File: src/rtl/vector_to_heading_atan2_defines.svh
// ----------------------------------------------------------------------------
// vector_to_heading_atan2_defines.svh
// Assertion macros shared by the vector-to-heading block.
// ----------------------------------------------------------------------------
`ifndef VECTOR_TO_HEADING_ATAN2_DEFINES_SVH
`define VECTOR_TO_HEADING_ATAN2_DEFINES_SVH

// Same-cycle implication, clocked on clk, off during reset
`define VTH_ASSERT_IMP(label, ante, cons, msg) \
  label: assert property (@(posedge clk) disable iff (rst) (ante) |-> (cons)) \
    else $error(msg);

// Next-cycle implication, clocked on clk, off during reset
`define VTH_ASSERT_NXT(label, ante, cons, msg) \
  label: assert property (@(posedge clk) disable iff (rst) (ante) |=> (cons)) \
    else $error(msg);

`endif

File: src/rtl/vth_pkg.sv
// ----------------------------------------------------------------------------
// vth_pkg
// Types, constants and the arctangent table of the vector-to-heading block.
// ----------------------------------------------------------------------------
`timescale 1ns / 1ps

package vth_pkg;

  localparam int MAG_W  = 32;   // input component width
  localparam int SM_W   = 15;   // magnitude width after scaling
  localparam int LOW_W  = 16;   // dividend low bits shifted in by the divider
  localparam int CNT_W  = 5;    // divider step counter
  localparam int IDX_W  = 7;    // table index, 0..64
  localparam int ANG_W  = 22;   // octant angle, 0..32 units in 16.16
  localparam int DIFF_W = 16;   // table step between neighbors
  localparam int PROD_W = 31;   // step times remainder
  localparam int HW_W   = 25;   // heading arithmetic before the final wrap
  localparam int HEAD_W = 24;

  localparam logic [CNT_W-1:0] Q1_STEPS = 5'd7;
  localparam logic [CNT_W-1:0] Q2_STEPS = 5'd16;
  localparam logic [IDX_W-1:0] IDX_LAST = 7'd64;

  localparam logic [HW_W-1:0] ANG_QUARTER = 25'd4194304;   // 64 << 16
  localparam logic [HW_W-1:0] ANG_HALF    = 25'd8388608;   // 128 << 16
  localparam logic [HW_W-1:0] ANG_TURN    = 25'd16777216;  // 256 << 16

  typedef enum logic [2:0] {
    S_IDLE,
    S_SHIFT,
    S_DIV1,
    S_LOOKUP,
    S_PROD,
    S_DIV2,
    S_FIN
  } state_t;

  // Command to the shared divider
  typedef struct packed {
    logic             start;
    logic [SM_W-1:0]  rem_init;
    logic [LOW_W-1:0] low;
    logic [CNT_W-1:0] steps;
  } div_cmd_t;

  // Status and result of the shared divider
  typedef struct packed {
    logic             busy;
    logic             done;
    logic [LOW_W-1:0] quo;
    logic [SM_W-1:0]  rem;
  } div_res_t;

  // Arctangent of idx/64 in 16.16 heading units, one octant
  function automatic logic [ANG_W-1:0] atan_rom(input logic [IDX_W-1:0] idx);
    logic [ANG_W-1:0] v;
    case (idx)
      7'd0:  v = 22'd0;       7'd1:  v = 22'd41718;   7'd2:  v = 22'd83416;
      7'd3:  v = 22'd125073;  7'd4:  v = 22'd166669;  7'd5:  v = 22'd208185;
      7'd6:  v = 22'd249600;  7'd7:  v = 22'd290894;  7'd8:  v = 22'd332050;
      7'd9:  v = 22'd373047;  7'd10: v = 22'd413869;  7'd11: v = 22'd454496;
      7'd12: v = 22'd494912;  7'd13: v = 22'd535100;  7'd14: v = 22'd575043;
      7'd15: v = 22'd614727;  7'd16: v = 22'd654136;  7'd17: v = 22'd693257;
      7'd18: v = 22'd732076;  7'd19: v = 22'd770579;  7'd20: v = 22'd808756;
      7'd21: v = 22'd846595;  7'd22: v = 22'd884085;  7'd23: v = 22'd921217;
      7'd24: v = 22'd957981;  7'd25: v = 22'd994370;  7'd26: v = 22'd1030375;
      7'd27: v = 22'd1065990; 7'd28: v = 22'd1101209; 7'd29: v = 22'd1136026;
      7'd30: v = 22'd1170436; 7'd31: v = 22'd1204436; 7'd32: v = 22'd1238021;
      7'd33: v = 22'd1271189; 7'd34: v = 22'd1303938; 7'd35: v = 22'd1336265;
      7'd36: v = 22'd1368170; 7'd37: v = 22'd1399652; 7'd38: v = 22'd1430711;
      7'd39: v = 22'd1461346; 7'd40: v = 22'd1491559; 7'd41: v = 22'd1521350;
      7'd42: v = 22'd1550722; 7'd43: v = 22'd1579676; 7'd44: v = 22'd1608214;
      7'd45: v = 22'd1636338; 7'd46: v = 22'd1664052; 7'd47: v = 22'd1691359;
      7'd48: v = 22'd1718262; 7'd49: v = 22'd1744764; 7'd50: v = 22'd1770869;
      7'd51: v = 22'd1796582; 7'd52: v = 22'd1821906; 7'd53: v = 22'd1846846;
      7'd54: v = 22'd1871405; 7'd55: v = 22'd1895590; 7'd56: v = 22'd1919403;
      7'd57: v = 22'd1942851; 7'd58: v = 22'd1965938; 7'd59: v = 22'd1988668;
      7'd60: v = 22'd2011047; 7'd61: v = 22'd2033080; 7'd62: v = 22'd2054772;
      7'd63: v = 22'd2076127; 7'd64: v = 22'd2097152;
      default: v = 22'd2097152;
    endcase
    return v;
  endfunction

endpackage

File: src/rtl/vth_div.sv
// ----------------------------------------------------------------------------
// vth_div
// Shared restoring divider, one quotient bit per cycle. The remainder is
// preloaded below the divisor and the low dividend bits are shifted in.
// ----------------------------------------------------------------------------
`timescale 1ns / 1ps

module vth_div
  import vth_pkg::*;
(
  input  logic            clk,
  input  logic            rst,
  input  div_cmd_t        cmd,
  input  logic [SM_W-1:0] divisor,
  output div_res_t        res
);

  logic             busy;
  logic [CNT_W-1:0] cnt;
  logic [SM_W-1:0]  rem;
  logic [LOW_W-1:0] low;
  logic [LOW_W-1:0] quo;

  logic [SM_W:0] trial;
  logic [SM_W:0] trial_sub;
  logic          fits;

  // One trial subtract
  assign trial     = {rem, low[LOW_W-1]};
  assign trial_sub = trial - {1'b0, divisor};
  assign fits      = trial >= {1'b0, divisor};

  // Control
  always_ff @(posedge clk) begin
    if (rst) begin
      busy <= 1'b0;
      cnt  <= '0;
    end else if (cmd.start) begin
      busy <= 1'b1;
      cnt  <= cmd.steps;
    end else if (busy) begin
      if (cnt != '0) begin
        cnt <= cnt - 1'b1;
      end else begin
        busy <= 1'b0;
      end
    end
  end

  // Datapath
  always_ff @(posedge clk) begin
    if (cmd.start) begin
      rem <= cmd.rem_init;
      low <= cmd.low;
      quo <= '0;
    end else if (busy && cnt != '0) begin
      rem <= fits ? trial_sub[SM_W-1:0] : trial[SM_W-1:0];
      low <= {low[LOW_W-2:0], 1'b0};
      quo <= {quo[LOW_W-2:0], fits};
    end
  end

  assign res.busy = busy;
  assign res.done = busy && (cnt == '0);
  assign res.quo  = quo;
  assign res.rem  = rem;

endmodule
File: config.mk
export PLATFORM = sky130hd
export DESIGN_NAME = vth_div
export DESIGN_NICKNAME = d
export VERILOG_FILES = /design/src/rtl/vector_to_heading_atan2_defines.svh /design/src/rtl/vth_pkg.sv /design/src/rtl/vth_div.sv
export SDC_FILE = /design/constraint.sdc
export NUM_CORES = 1
export LEC_CHECK = 0
export BUFFER_PORTS_ARGS = -buffer_cell sky130_fd_sc_hd__buf_2
export CORE_MARGIN = 3
export CORE_UTILIZATION = 54
export CTS_BUF_LIST = sky130_fd_sc_hd__clkbuf_8
export DETAILED_ROUTE_END_ITERATION = 16
export GPL_ROUTABILITY_DRIVEN = 1
export HOLD_SLACK_MARGIN = 0.08
export PLACE_DENSITY_LB_ADDON = 0.12
export SLEW_MARGIN = 5
export SYNTH_ARGS = -nofsm -noshare
export SYNTH_HDL_FRONTEND = slang
export SYNTH_SLANG_ARGS = --single-unit
File: constraint.sdc
create_clock -name clk -period 3.5 [get_ports clk]
set_input_delay 0.7 -clock clk [delete_from_list [all_inputs] [get_ports clk]]
set_output_delay 0.7 -clock clk [all_outputs]
set_load 0.005 [all_outputs]
==> out/results.ini, run 1 <==
[outcome]
run_status=completed

[floorplan]
initial_util_pct=56.7
core-area_um2=5570
rows=27
die_width_um=82.5
die_height_um=82.5
floorplan.io_pins=87
die_area_um2=6810

[placement]
buffer_ports.inserted=86
placed_area_um2=3620
gp_routability_congestion=0.782
dp_wirelength_um=4820

[timing]
report.final.hold_viol_count=0
worst_max_slew_margin_expressed_relative_to_the_limit_pct=52.1
timing.final.max_slew_violations=0
fmax_ghz=0.350
period_needed_ns=2.86
max_slew.worst_pin.slew_ns=0.718
clock-skew-final_ns=0.0118
post-route-period-util_pct=81.7
final-setup-viol-count=0
rsz0062_at_grt=no
setup_tns_ns=0

[drt]
vias=2587
detail_route.wl_per_cell_um=13.5
drc_errors=0
dr.first_iter.drc_count=102
viasPerCell=5.33
drt.antenna.violating_nets=0
number_of_iterations_in_the_first_detailed_routing_pass=4
drt-total-wl_um=6550

[layout]
most_common_cell_after_layout_fill_and_taps_aside=sky130_fd_sc_hd__buf_2
multiInputGateArea_um2=1620
fillerInstances=496
nets=484
flow.area_growth_from_synthesis_pct=17.9
antennaDiodeCount=0
final_cell_mix=sky130_fd_sc_hd__buf_2 (86), sky130_fd_sc_hd__nand2_1 (52), sky130_fd_sc_hd__a21oi_1 (37)
final_cell_area_um2=3730
register_area_um2=1370
drive_above_1_share_pct=29.8

[worst_setup_path]
critPathTopFamily=compound AO/OA/AOI/OAI gates
crit_required_ns=3.54
cp_data_arrival_time_ns=2.90
critPathMaxStageDelay_ns=0.40
timing.critical_path.fanout_max=3
crit_path_cell_trace=buf_2 > ha_1 > fa_1 > nand2b_1 > a211oi_1 > o21bai_1 > a21oi_1 > o22ai_1 > and4_1 > a2111o_1
end_kind=register
worstPathBufferInverterCount=1
critPathKind=in2reg
critical-path-slowest-cell=sky130_fd_sc_hd__fa_1
setup.worst_path.start_class=primary input

[synthesis]
netlist_area_um2=3160
yosys_register_bits=53
ys_seq_area_share_pct=43.4
post_synth_inst_count=331
synth_edf_count=31
synthArstFlopShare_pct=0
synth.yosys.warnings=0
number_of_unique_standard_cell_types_used_by_synthesis=54
commonest_register_cell_after_synthesis=sky130_fd_sc_hd__edfxtp_1
avgSynthCellArea_um2=9.55
postSynthNetCount=403

[pwr]
power.leakage_nw=1.70
design_power_w=0.00196
irDropWorstVdd_v=0.000335
pwr_density_cell_nw_per_um2=525

[global_route]
first_global_vias=2397
global_route.usage.total_pct=20.0
global_route.overflow_total=0
grt_pass1_wl_um=10700
grt_max_degree=54
antenna_found_initial=0

[clock_network]
root_buffer=sky130_fd_sc_hd__clkbuf_8
worstSkewPairLatency_ns=0.30
cts_tree=built
post_cts.repair.setup_buffers=0
clk_pin_slew_ns=0.09
cts.hold.buffers_added=0
clock_sinks=53
htree_num_levels=2
cts_repair_resize_count=0
max-clock-path-buffers=2
number_of_buffers_added_by_the_clock_tree_synthesis_step=5

[flow_run]
maxCapViolations=0

[min_path]
worstHoldPathType=reg2reg

## cell type report
cell class / instances / area share, %
well taps: 72 / 2.42
multi-input cells: 241 / 43.5
clock inverters: 3 / 1.14
clock buffers: 5 / 1.85
repair buffers: 89 / 12.1
flip-flops and latches: 53 / 36.8
inverters: 22 / 2.21
## flip-flops by register name, indices dropped and copies added (netlist names)
register and cells:
busy 1, cnt 5, low 16, quo 16, rem 15
## power by group
group | switching [W] | leakage (nW) | internal, W
combinational | 0.000403 | 1.15 | 0.000336
sequential | 0.0000455 | 0.488 | 0.000757
clock | 0.000202 | 0.0599 | 0.000214
## worst min-delay path: cells and delay by family (launching register included)
family,cells,cell delay [ns]
flip-flops,1,0.32
AND/OR/NAND/NOR,1,0.05
AO/OA/AOI/OAI,1,0.05
## metrics by stage
| step | utilization [%] | setup WS (ns) | std cells | hold slack, ns |
|---|---|---|---|---|
| 2_1_floorplan | - | 0.629 | 331 | 0.453 |
| 3_3_place_gp | 64.9 | 0.424 | 477 | 0.440 |
| 3_5_place_dp | 64.9 | 0.303 | 477 | 0.443 |
| 4_1_cts | 66.9 | 0.632 | 485 | 0.457 |
| 5_1_grt | 66.9 | 0.520 | 485 | 0.490 |
| 6_report | 66.9 | 0.640 | 485 | 0.455 |
## per-layer routing
metal	GRT usage, %	vias to the layer above	share of wire [%]
li1	-	1331	-
met1	25.9	1190	45
met2	34.0	64	47
met3	6.07	2	7.1
met4	2.45	0	0.29
met5	0	-	0
## logic make-up (layout without fill, tap and decap cells)
| family | count (synthesis) | count (layout) | synth area share (%) |
|---|---|---|---|
| simple gates | 106 | 106 | 15.2 |
| compound gates | 77 | 77 | 16.0 |
| flops | 53 | 53 | 43.4 |
| buf+inv | 37 | 119 | 5.38 |
| mux | 26 | 26 | 8.82 |
| fa+ha+maj | 18 | 18 | 7.36 |
| xor+xnor | 14 | 14 | 3.88 |
## cell usage after synthesis, types with 7 or more instances
master	number	area, µm²
sky130_fd_sc_hd__inv_1	22	82.6
sky130_fd_sc_hd__edfxtp_1	31	931
sky130_fd_sc_hd__nand2_1	52	195
sky130_fd_sc_hd__xor2_1	7	61.3
sky130_fd_sc_hd__xnor2_1	7	61.3
sky130_fd_sc_hd__mux2_2	15	169
sky130_fd_sc_hd__clkbuf_1	10	37.5
sky130_fd_sc_hd__nor2_1	23	86.3
sky130_fd_sc_hd__mux2i_1	11	110
sky130_fd_sc_hd__ha_1	17	213
sky130_fd_sc_hd__a21oi_1	37	185
sky130_fd_sc_hd__dfxtp_1	22	440
## worst paths after layout
| kind | start | endpoint | slack (ns) | cells past startpoint |
|---|---|---|---|---|
| setup reg to reg | low[15]$_DFFE_PP_ | rem[14]$_DFFE_PP_ | 0.75 | 10 |
| hold reg to reg | quo[15]$_SDFFE_PP0P_ | quo[15]$_SDFFE_PP0P_ | 0.45 | 2 |
| setup / recovery | divisor[0] | rem[14]$_DFFE_PP_ | 0.64 | 10 |
| hold / removal | quo[15]$_SDFFE_PP0P_ | quo[15]$_SDFFE_PP0P_ | 0.45 | 2 |
No activity file was read; power rests on OpenSTA's default activity.
==> inputs of run 2 (changes only) <==
Clock period 3.5 ns to 2.9 ns, I/O delays scaled along.
==> run 2 against run 1 <==
- via count up 2.1%
- largest cell class unchanged
- highest routed layer unchanged
- critical path depth unchanged
- clock power rose by 9.4%
- first-iteration DRC count up 3.9%
==> out/results.ini, run 2 (synthesis gave the netlist of run 1 again) <==
[timing]
report.final.hold_viol_count=0
clock-skew-final_ns=0.0164
period_needed_ns=2.66
timing.final.max_slew_violations=0
hold_ws_ns=0.457
max_slew.worst_pin.slew_ns=0.526
post-route-period-util_pct=91.6
worst_max_slew_margin_expressed_relative_to_the_limit_pct=64.9
rsz0062_at_grt=no
fmax_ghz=0.377
layout_setup_ws_ns=0.244
final-setup-viol-count=0

[layout]
multiInputGateArea_um2=1630
nets=496
register_area_um2=1370
most_common_cell_after_layout_fill_and_taps_aside=sky130_fd_sc_hd__buf_2
final_cell_mix=sky130_fd_sc_hd__buf_2 (86), sky130_fd_sc_hd__nand2_1 (52), sky130_fd_sc_hd__a21oi_1 (37)
flow.area_growth_from_synthesis_pct=20.4
fillerInstances=475
largest_registers=low x16, quo x16, rem x15
drive_above_1_share_pct=32.2
antennaDiodeCount=0
postLayoutCoreUtil_pct=68.3

[floorplan]
initial_util_pct=56.7
die_width_um=82.5
floorplan.io_pins=87
core-area_um2=5570
rows=27
die_height_um=82.5
die_area_um2=6810

[placement]
gp_routability_congestion=0.814
dp_wirelength_um=5040
buffer_ports.inserted=86
pre_cts_slack_ns=-0.0827

[clock_network]
root_buffer=sky130_fd_sc_hd__clkbuf_8
clk_pin_slew_ns=0.12
number_of_buffers_added_by_the_clock_tree_synthesis_step=5
worstSkewPairLatency_ns=0.32
clock_sinks=53
cts_tree=built
cts.hold.buffers_added=0
htree_num_levels=2
max-clock-path-buffers=2

[pwr]
proportion_of_power_drawn_by_flip_flops_and_latches_pct=40.7
combinationalPowerShare_pct=40.2
power.leakage_nw=1.74
pwr_density_cell_nw_per_um2=626
p_switching_w=0.000837
p_int_w=0.00155
design_power_w=0.00238
p_sw_share_pct=35.1
clock_power_share_pct=19.1
irDropWorstVdd_v=0.000397

[worst_setup_path]
cp_data_arrival_time_ns=2.74
end_kind=register
timing.critical_path.fanout_max=2
crit-reg2reg-launch=low[15]$_DFFE_PP_
setup.worst_path.start_class=register
critPathKind=reg2reg
crit_start=low[15]$_DFFE_PP_
crit_required_ns=2.98

[drt]
drt-total-wl_um=6900
vias=2641
viasPerCell=5.31
number_of_iterations_in_the_first_detailed_routing_pass=4
drt.antenna.violating_nets=0
dr.first_iter.drc_count=106
detail_route.wl_per_cell_um=13.9
drc_errors=0

[global_route]
antenna_found_initial=0
grt_max_degree=45
global_route.overflow_total=0
first_global_vias=2479
grt_pass1_wl_um=11000
global_route.usage.total_pct=20.7

[flow_run]
maxCapViolations=0

[min_path]
worstHoldPathType=reg2reg
hold_start=quo[15]$_SDFFE_PP0P_

[outcome]
run_status=completed

run 2: final timing paths:
check,to,slack [ns],cells past startpoint
worst max-delay path,rem[14]$_DFFE_PP_,0.24,10
worst min-delay path,quo[15]$_SDFFE_PP0P_,0.46,2
worst max register to register,rem[14]$_DFFE_PP_,0.24,10
worst min register to register,quo[15]$_SDFFE_PP0P_,0.46,2
run 2: worst max-delay path: stages, from the launching register on:
cell and delay, ns:
sky130_fd_sc_hd__edfxtp_1 0.36, sky130_fd_sc_hd__inv_1 0.05, sky130_fd_sc_hd__ha_1 0.20, sky130_fd_sc_hd__fa_1 0.41
sky130_fd_sc_hd__nand2b_1 0.20, sky130_fd_sc_hd__a211oi_2 0.23, sky130_fd_sc_hd__o21bai_1 0.12, sky130_fd_sc_hd__a21oi_1 0.16
sky130_fd_sc_hd__o22ai_1 0.12, sky130_fd_sc_hd__and4_1 0.21, sky130_fd_sc_hd__a2111o_1 0.38
run 2: layer usage:
metal  vias up  part of all wire, %  global-route usage, %
li1       1351                    -                      -
met1      1217                   45                   27.4
met2        67                   48                   35.0
met3         6                  6.3                   5.10
met4         0                 0.83                   3.43
met5         -                    0                      0
run 2: layout make-up:
type,count,area share [%]
flip-flops and latches,53,36.0
clock buffers,5,1.81
repair buffers,101,14.3
clock inverters,3,0.657
well taps,72,2.37
multi-input cells,241,42.7
inverters,22,2.17
run 2: power by group through the flow:
stage / Sequential (W) / Clock (W) / Combinational [W]
after floorplan: 0.000981 / 0 / 0.000713
after global placement: 0.000984 / 0 / 0.000930
after detailed placement: 0.000987 / 0 / 0.000951
after CTS: 0.000971 / 0.000463 / 0.000958
after global routing: 0.000984 / 0.000493 / 0.00107
final: 0.000970 / 0.000455 / 0.000959
run 2: stage by stage:
stage	instances	area, µm²	setup TNS [ns]
2_1_floorplan	331	3160	0
3_3_place_gp	489	3710	-0.0262
3_5_place_dp	489	3710	-0.0872
4_1_cts	497	3800	0
5_1_grt	497	3810	0
6_report	497	3810	0
run 2: timing repair:
item / in CTS / in global routing
gates resized for setup: 0 / 1
endpoints found under the setup margin: 0 / 1
buffers inserted: 0 / 0
